### config.mk
export PLATFORM = sky130hd
export DESIGN_NAME = ambient_light_moving_average_unit
export DESIGN_NICKNAME = d
export VERILOG_FILES = /design/src/rtl/alma_pkg.sv /design/src/rtl/ambient_light_moving_average_unit.sv /design/src/rtl/alma_ring.sv /design/src/rtl/alma_accum.sv /design/src/rtl/alma_div.sv
export SDC_FILE = /design/constraint.sdc
export NUM_CORES = 1
export LEC_CHECK = 0
export BUFFER_PORTS_ARGS = -buffer_cell sky130_fd_sc_hd__buf_2
export CAP_MARGIN = 20
export CORE_ASPECT_RATIO = 0.9
export CORE_MARGIN = 8
export CORE_UTILIZATION = 30
export CTS_CLUSTER_SIZE = 30
export DETAILED_ROUTE_END_ITERATION = 16
export PLACE_DENSITY = 0.52
export REMOVE_ABC_BUFFERS = 1
export SLEW_MARGIN = 25
export SYNTH_ARGS = -nofsm -noshare
export SYNTH_HDL_FRONTEND = slang
export SYNTH_SLANG_ARGS = --single-unit
### constraint.sdc
create_clock -name clk -period 5.9 [get_ports clk]
set_input_delay 0 -clock clk [delete_from_list [all_inputs] [get_ports clk]]
set_output_delay 0 -clock clk [all_outputs]
set_load 0.05 [all_outputs]
### src/rtl/alma_pkg.sv
`timescale 1ns / 1ps
// ----------------------------------------------------------------------------
// alma_pkg
// Shared constants and types for the ambient light moving average unit.
// ----------------------------------------------------------------------------
package alma_pkg;

  localparam int WINDOW      = 50;
  localparam int SAMPLE_BITS = 12;
  localparam int BRIGHT_BITS = 12;

  localparam int IDX_BITS = $clog2(WINDOW);
  localparam int SUM_BITS = SAMPLE_BITS + $clog2(WINDOW);

  // sum / WINDOW == (sum * RECIP) >> RECIP_SHIFT, exact for every sum below 2**SUM_BITS
  localparam int RECIP_SHIFT = SUM_BITS + IDX_BITS;
  localparam int RECIP_BITS  = RECIP_SHIFT - IDX_BITS + 2;
  localparam int PROD_BITS   = SUM_BITS + RECIP_BITS;
  localparam logic [RECIP_BITS-1:0] RECIP =
    RECIP_BITS'(((64'd1 << RECIP_SHIFT) + 64'(WINDOW) - 64'd1) / 64'(WINDOW));

  localparam logic [IDX_BITS-1:0]    LAST_IDX     = IDX_BITS'(WINDOW - 1);
  localparam logic [SAMPLE_BITS-1:0] SAMPLE_MASK  = '1;
  localparam logic [BRIGHT_BITS-1:0] INVALID_CODE = BRIGHT_BITS'(SAMPLE_MASK);

  // word leaving the ring stage
  typedef struct packed {
    logic [SAMPLE_BITS-1:0] sample;
    logic                   sub_old;  // window was full before this word
    logic                   full;     // window full after this word
  } alma_item_t;

endpackage

### src/rtl/ambient_light_moving_average_unit.sv
`timescale 1ns / 1ps
// ----------------------------------------------------------------------------
// ambient_light_moving_average_unit
// Boxcar moving average over the last 50 light sensor samples.
//
//   channel   direction  content
//   s_axis    in         tdata[11:0] sample
//   m_axis    out        tdata[11:0] brightness, tuser[0] valid_res
//
// One word per cycle sustained while m_axis_tready stays high; each result passes
// the ring read, sum update and reciprocal multiply stages in that order.
// The ring is one memory read and written at the same slot in the accept
// cycle, so no forwarding is needed.
// rst clears index, fill flag, sum and all stage valids; ring contents are
// never used before written.
// Each stage holds under m_axis_tready low and empty stages still take words.
// ----------------------------------------------------------------------------
module ambient_light_moving_average_unit (
  input  logic        clk,
  input  logic        rst,
  input  logic        s_axis_tvalid,
  output logic        s_axis_tready,
  input  logic [15:0] s_axis_tdata,   // [11:0] sample
  output logic        m_axis_tvalid,
  input  logic        m_axis_tready,
  output logic [15:0] m_axis_tdata,   // [11:0] brightness
  output logic [0:0]  m_axis_tuser    // [0] valid_res
);
  import alma_pkg::*;

  alma_item_t             item;
  logic                   item_valid;
  logic                   item_ready;
  logic [SAMPLE_BITS-1:0] old_sample;
  logic                   sum_valid;
  logic                   sum_ready;
  logic [SUM_BITS-1:0]    running_sum;
  logic                   sum_full;
  logic [BRIGHT_BITS-1:0] brightness;
  logic                   valid_res;

  alma_ring u_ring (
    .clk        (clk),
    .rst        (rst),
    .in_valid   (s_axis_tvalid),
    .in_ready   (s_axis_tready),
    .in_sample  (s_axis_tdata[SAMPLE_BITS-1:0]),
    .item_valid (item_valid),
    .item_ready (item_ready),
    .item       (item),
    .old_sample (old_sample)
  );

  alma_accum u_accum (
    .clk         (clk),
    .rst         (rst),
    .item_valid  (item_valid),
    .item_ready  (item_ready),
    .item        (item),
    .old_sample  (old_sample),
    .sum_valid   (sum_valid),
    .sum_ready   (sum_ready),
    .running_sum (running_sum),
    .sum_full    (sum_full)
  );

  alma_div u_div (
    .clk         (clk),
    .rst         (rst),
    .sum_valid   (sum_valid),
    .sum_ready   (sum_ready),
    .running_sum (running_sum),
    .sum_full    (sum_full),
    .out_valid   (m_axis_tvalid),
    .out_ready   (m_axis_tready),
    .brightness  (brightness),
    .valid_res   (valid_res)
  );

  assign m_axis_tdata = {{(16 - BRIGHT_BITS){1'b0}}, brightness};
  assign m_axis_tuser = valid_res;

endmodule

### src/rtl/alma_ring.sv
`timescale 1ns / 1ps
// ----------------------------------------------------------------------------
// alma_ring
// Sample ring memory with write index and fill flag; reads the oldest entry
// and stores the new sample at the same slot in the same cycle.
// ----------------------------------------------------------------------------
module alma_ring (
  input  logic                            clk,
  input  logic                            rst,
  input  logic                            in_valid,
  output logic                            in_ready,
  input  logic [alma_pkg::SAMPLE_BITS-1:0] in_sample,
  output logic                            item_valid,
  input  logic                            item_ready,
  output alma_pkg::alma_item_t            item,
  output logic [alma_pkg::SAMPLE_BITS-1:0] old_sample
);
  import alma_pkg::*;

  logic [SAMPLE_BITS-1:0] mem [WINDOW];
  logic [IDX_BITS-1:0]    write_index;
  logic                   window_full;
  logic                   accept;
  logic                   wrap;

  assign in_ready = !item_valid || item_ready;
  assign accept   = in_valid && in_ready;
  assign wrap     = (write_index == LAST_IDX);

  // read-before-write at the same slot: old_sample gets the evicted entry
  always_ff @(posedge clk) begin
    if (accept) begin
      old_sample       <= mem[write_index];
      mem[write_index] <= in_sample;
    end
  end

  always_ff @(posedge clk) begin
    if (accept) begin
      item.sample  <= in_sample;
      item.sub_old <= window_full;
      item.full    <= window_full || wrap;
    end
  end

  always_ff @(posedge clk) begin
    if (rst) begin
      write_index <= '0;
      window_full <= 1'b0;
      item_valid  <= 1'b0;
    end else begin
      if (accept) begin
        write_index <= wrap ? '0 : write_index + 1'b1;
        if (wrap) begin
          window_full <= 1'b1;
        end
      end
      if (in_ready) begin
        item_valid <= in_valid;
      end
    end
  end

endmodule

### src/rtl/alma_accum.sv
`timescale 1ns / 1ps
// ----------------------------------------------------------------------------
// alma_accum
// Running sum update: drops the evicted entry once the window is full and
// adds the new sample.
// ----------------------------------------------------------------------------
module alma_accum (
  input  logic                            clk,
  input  logic                            rst,
  input  logic                            item_valid,
  output logic                            item_ready,
  input  alma_pkg::alma_item_t            item,
  input  logic [alma_pkg::SAMPLE_BITS-1:0] old_sample,
  output logic                            sum_valid,
  input  logic                            sum_ready,
  output logic [alma_pkg::SUM_BITS-1:0]   running_sum,
  output logic                            sum_full
);
  import alma_pkg::*;

  logic [SUM_BITS-1:0] running_sum_next;
  logic [SUM_BITS-1:0] sub_val;
  logic                fire;

  assign item_ready = !sum_valid || sum_ready;
  assign fire       = item_valid && item_ready;
  assign sub_val    = item.sub_old ? SUM_BITS'(old_sample) : '0;

  assign running_sum_next = running_sum - sub_val + SUM_BITS'(item.sample);

  // running_sum only moves when a word enters this stage, so it stays
  // matched to the word held in sum_valid until that word leaves
  always_ff @(posedge clk) begin
    if (rst) begin
      running_sum <= '0;
      sum_valid   <= 1'b0;
    end else begin
      if (fire) begin
        running_sum <= running_sum_next;
      end
      if (item_ready) begin
        sum_valid <= item_valid;
      end
    end
  end

  always_ff @(posedge clk) begin
    if (fire) begin
      sum_full <= item.full;
    end
  end

endmodule

### src/rtl/alma_div.sv
`timescale 1ns / 1ps
// ----------------------------------------------------------------------------
// alma_div
// Divide by the window length through a reciprocal multiply; output register.
// ----------------------------------------------------------------------------
module alma_div (
  input  logic                            clk,
  input  logic                            rst,
  input  logic                            sum_valid,
  output logic                            sum_ready,
  input  logic [alma_pkg::SUM_BITS-1:0]   running_sum,
  input  logic                            sum_full,
  output logic                            out_valid,
  input  logic                            out_ready,
  output logic [alma_pkg::BRIGHT_BITS-1:0] brightness,
  output logic                            valid_res
);
  import alma_pkg::*;

  logic [PROD_BITS-1:0]   prod;
  logic [SAMPLE_BITS-1:0] quotient;
  logic                   fire;

  assign sum_ready = !out_valid || out_ready;
  assign fire      = sum_valid && sum_ready;
  assign prod      = PROD_BITS'(running_sum) * PROD_BITS'(RECIP);
  assign quotient  = prod[RECIP_SHIFT +: SAMPLE_BITS];

  always_ff @(posedge clk) begin
    if (fire) begin
      brightness <= sum_full ? BRIGHT_BITS'(quotient) : INVALID_CODE;
      valid_res  <= sum_full;
    end
  end

  always_ff @(posedge clk) begin
    if (rst) begin
      out_valid <= 1'b0;
    end else if (sum_ready) begin
      out_valid <= sum_valid;
    end
  end

endmodule

* After elaboration in Yosys (flattened, before gate mapping) *
Memory sizes are Yosys's and may differ from the RTL's. A register that Yosys moved wholly into a read port is not among the register bits.
Index checks and enable logic that the tools add are counted.

storage, ports and cells
  register bits = 56
  memories kept = 1
  RAM bits = 600

memory list
  memory      depth  bits a word  rd ports  clocked after memory_dff  write ports  RTL line         text
  u_ring.mem  50     12           1         1                         1            alma_ring.sv:20  logic [SAMPLE_BITS-1:0] mem [WINDOW];

operators by class
  $add $sub $neg = 3
  $mul = 1
  mux-type cells = 4
  reduce and logical (&&, ||, !) cells = 11
  equal/unequal tests = 1

operators with widths
  kind                                                 number
  multiplier 18 x 19 -> 36 bit, second input constant  1
  adder 18 x 12 -> 18 bit                              1
  subtractor 18 bit                                    1
  2-to-1 mux 12 bit                                    1
  adder 6 x 1 -> 6 bit, second input constant          1
  equality test 6 bit, second input constant           1
  2-to-1 mux 6 bit                                     1
  logical OR 1 bit                                     4
  logical AND 1 bit                                    3
  zero test 1 bit                                      3
  2-to-1 mux 1 bit                                     2
  AND reduction 2 bit                                  1

* Logic depth before layout (Yosys ltp) *
  depth in word-level cells = 7
  mapped depth = 20
  mapped depth without buffers = 20

* Hierarchy *
From an unflattened synthesis, not the netlist that was laid out.

unflattened totals
  cells, all modules = 2297
  area total of the unflattened synthesis = 33061.7 um2

modules (own cells, without submodules)
  module                             cells an instance  area an instance (um2)  instances
  alma_ring                          1355               24476.0                 1
  alma_div                           652                6399.9                  1
  alma_accum                         285                2152.1                  1
  ambient_light_moving_average_unit  5                  33.8                    1

* Worst setup path before layout *
OpenSTA, ideal clock, no wires.

  path kind = reg-to-reg
  start point = reg u_accum.running_sum[9] (netlist bit)
  end point = reg u_div.brightness[10] (netlist bit), data pin
  clock period less this slack = 5434 ps
  setup time = 260 ps
  slack = 466 ps
  stages on the path, launching flop included = 16
  data arrival time = 5174 ps
  data required time = 5640 ps
  cells stage by stage = dfxtp_1 > fa_1 > fa_1 > fa_1 > fa_1 > fa_1 > inv_1 > fa_1 > inv_1 > ha_1 > a2111oi_0 > o21a_1 > nor3_1 > a311o_1 > a31oi_1 > mux2_2

on the way
  word-level cells in the longest chain between the ends = 1

ends and longest elaborated chain
  item                          RTL line          text
  start, declared               alma_accum.sv:16  output logic [alma_pkg::SUM_BITS-1:0] running_sum,
  start signal, assigned        alma_accum.sv:39  running_sum <= running_sum_next;
  multiplier 18 x 19 -> 36 bit  alma_div.sv:26    assign prod = PROD_BITS'(running_sum) * PROD_BITS'(RECIP);
  end signal, assigned          alma_div.sv:31    brightness <= sum_full ? BRIGHT_BITS'(quotient) : INVALID_CODE;
  end, declared                 alma_div.sv:15    output logic [alma_pkg::BRIGHT_BITS-1:0] brightness,

Every way passes these cells.
A chain may end at the register's enable or synchronous reset.

* Final worst setup path *
  start point = reg u_accum.running_sum[15] (netlist bit)
  end point = reg u_div.brightness[10] (netlist bit), data pin

Same word-level chain as after synthesis.

==> metrics <==
root buf cell clkbuf_16; crit path cell chain fa_1 > inv_1 > fa_1 > inv_1 > fa_1 > fa_1 > fa_1 > inv_1 > fa_1 > inv_1 > ha_1 > a2111oi_1 > o21a_1 > nor3_1 > a311o_1 > a31oi_1 > mux2_2; final wirelength 91010 um; IO Pins 39; Max VDD drop 347.7 uV; Slew Limit Fails 0; Switching Fraction 0.3600; Cells after Synth 2237; gpl congestion 0.8754; grt ovf 0; largest net degree at the start of global routing 52; Clock Skew 0.04986 ns; DPL Wire Length 58600 um; combinational power share 0.393; row cnt 114; Die ar. 118400 um2; Internal Power 10.36 mW; vias in the first global route 19.88k; FMAX 0.1757 GHz; async set-reset flop share out of synthesis 0; Mean Syn Cell Area 14.43 um2; layout cell share with drive strength beyond 1 0.1294; area growth from synthesis to layout 14.97%; initial antenna violation count 1; Core Region 107100 um2; Layout Utilization 0.3465; Max Buffers Root-to-Sink 3; vias per inst 5.014; Detailed Routing Iterations Pass 1 5; DRC errors left 0; Final Setup Violations 0; clock network power share 0.274; # diodes 0; count of nets after finishing 2684; Crit path largest cell delay 0.60 ns; Pleak 13.61 nW; critical path type reg2reg; RSZ-0062 raised after global routing false; Worst Tran Pin Value 1.122 ns; H-tree levels 3; WL/cell 23.53 um; most area-consuming cells after synthesis edfxtp_1 (60%), fa_1 (7.9%), ha_1 (6.6%); crit path launch type register; Final period util 0.9645; first-pass GRT wire length 134200 um; setup_tns 0 ns; port bufs 30; Hold Crit Class in2reg; P_sw 5.831 mW; Tmin final 5.691 ns; die height 327.2 um; sequential share of power 0.333; Crit-path slowest cell fa_1; Routed Antenna Nets 0; post-synthesis sequential area ratio 0.6126; CTS Buf Count 70; EDFF count, synth 640; register bit total from synthesis 668; most common cell after layout, fill and taps aside edfxtp_1; Top FF cell, synth edfxtp_1; CP required 6.27 ns; Worst EP arrival 6.06 ns; DR iter-0 viols 1673; final hold vios 0; placed standard-cell area 34620 um2; run status completed; post-CTS setup buffer count 0; most frequent cells in the layout edfxtp_1 (640), inv_1 (258), ha_1 (170), fa_1 (128), nor2_1 (116); worst skew pair latency 0.64 ns; Initial Util 0.3014; worst rel slew slack 0.2515; synthesized area 32280 um2; most used cell, CP fa_1; die width 361.8 um; clk sinks 668; CTS tree done; Max Cap Violations 0; Synth area leader edfxtp_1; Worst Reg2Reg Path Length in Cells 17; # fillers 10.31k; Netlist cell types 75; top cell type's share of synthesized area 0.5953; fin area 37120 um2; hold depth 1; cell area power density 436.3 nW/um2; gr usage total 0.1504; CP Max Fanout 4; via count 19.39k; CP endpoint kind register; Ys Warns 0; Clock transition at path regs 0.06 ns
[power by group through the flow]
stage | logic (mW) | clock network, mW | registers, mW
after floorplan | 4.49 | 0 | 5.56
after global placement | 6.26 | 0 | 5.49
after detailed placement | 6.31 | 0 | 5.50
after CTS | 6.39 | 4.50 | 5.40
after global routing | 7.34 | 4.67 | 5.40
final | 6.37 | 4.43 | 5.39
[stage by stage]
stage,instances,total power [mW],hold WS (ns),setup slack [ns]
2_1_floorplan,2149,10.05,0.06907,0.4313
3_3_place_gp,3727,11.75,0.2480,0.1466
3_5_place_dp,3727,11.81,0.2517,0.08674
4_1_cts,3857,16.29,0.07366,0.1013
5_1_grt,3868,17.41,0.1107,0.0005516
6_report,3868,16.20,0.1098,0.2094
[worst paths after layout]
check,startpoint,to,slack [ns]
worst min-delay path,s_axis_tdata[6],u_ring.mem[29][6]$_DFFE_PP_,0.11
worst max-delay path,u_accum.running_sum[15]$_SDFFE_PP0P_,u_div.brightness[10]$_SDFFCE_PN1P_,0.21
worst max register to register,u_accum.running_sum[15]$_SDFFE_PP0P_,u_div.brightness[10]$_SDFFCE_PN1P_,0.21
worst min register to register,u_ring.item[0]$_DFFE_PP_,u_accum.sum_full$_DFFE_PP_,0.42
[cell type report]
type	instances	area, um2	area share
Sequential cell	668	19790	0.5332
Inverter	262	983.4	0.02649
Clock inverter	39	467.9	0.01261
Tap cell	1450	1814	0.04888
Timing Repair Buffer	145	1114	0.03000
Clock buffer	85	1808	0.04871
Multi-Input combinational cell	1219	11140	0.3001
[worst max-delay path, delay by kind of cell (launching register included)]
| family | cells | cell delay [ns] |
|---|---|---|
| mux | 1 | 0.35 |
| flops | 1 | 0.33 |
| simple gates | 1 | 0.06 |
| fa+ha+maj | 7 | 3.30 |
| buf+inv | 4 | 0.23 |
| compound gates | 4 | 1.18 |
[synth_stat cells (all sizes together), types with 4 or more instances]
library cell / n
edfxtp: 640
inv: 260
ha: 170
fa: 128
nor2: 124
nand2: 111
a22oi: 89
a221oi: 69
a21oi: 65
buf: 55
o21ai: 48
mux2i: 46
clkbuf: 36
mux2: 33
a31oi: 32
dfxtp: 28
mux4: 23
a22o: 22
a21o: 18
and2: 18
nand3: 18
xnor2: 17
a211oi: 14
nand2b: 14
nand4: 13
nor2b: 12
nor3: 12
o22ai: 12
o221ai: 11
o211ai: 9
nor4: 7
xor2: 7
a221o: 6
and3: 6
a222oi: 5
o21a: 5
or2: 5
a32oi: 4
o21bai: 4
or3: 4
[kinds of logic (layout without fill, tap and decap cells)]
family	after synthesis	count (layout)	share of synthesized area
other	1	4	0.0001162
DFF	668	668	0.6126
adders and majority gates	298	298	0.1453
buffers and inverters	353	531	0.04507
xor gates and xnor gates	24	24	0.006511
and+or+nand+nor	356	356	0.05085
muxes	102	102	0.04193
AOI/OAI and AO/OA	435	435	0.09762
[per-layer routing]
layer  up-vias  GRT usage  share of wire
met5         -          0              0
met4         0    0.03859          0.025
met3       132    0.02467          0.059
met2       616     0.2502           0.47
met1     10030     0.2047           0.44
li1       8611          -              -
[state kept, by name (all words and copies together), names as in the netlist]
register / flops
u_ring.item: 14
u_ring.mem: 600
u_ring.item_valid: 1
u_accum.sum_full: 1
u_ring.write_index: 6
u_div.out_valid: 1
u_div.valid_res: 1
u_accum.running_sum: 18
u_ring.old_sample: 12
u_ring.window_full: 1
u_div.brightness: 12
u_accum.sum_valid: 1
[what timing repair did]
| item | in CTS | in global routing |
|---|---|---|
| hold buffers | 6 | 8 |
| hold endpoints to repair | 65 | 309 |
| endpoints found under the setup margin | 0 | 6 |
| gates resized for setup | 0 | 5 |
(Power assumes the default switching activity.)
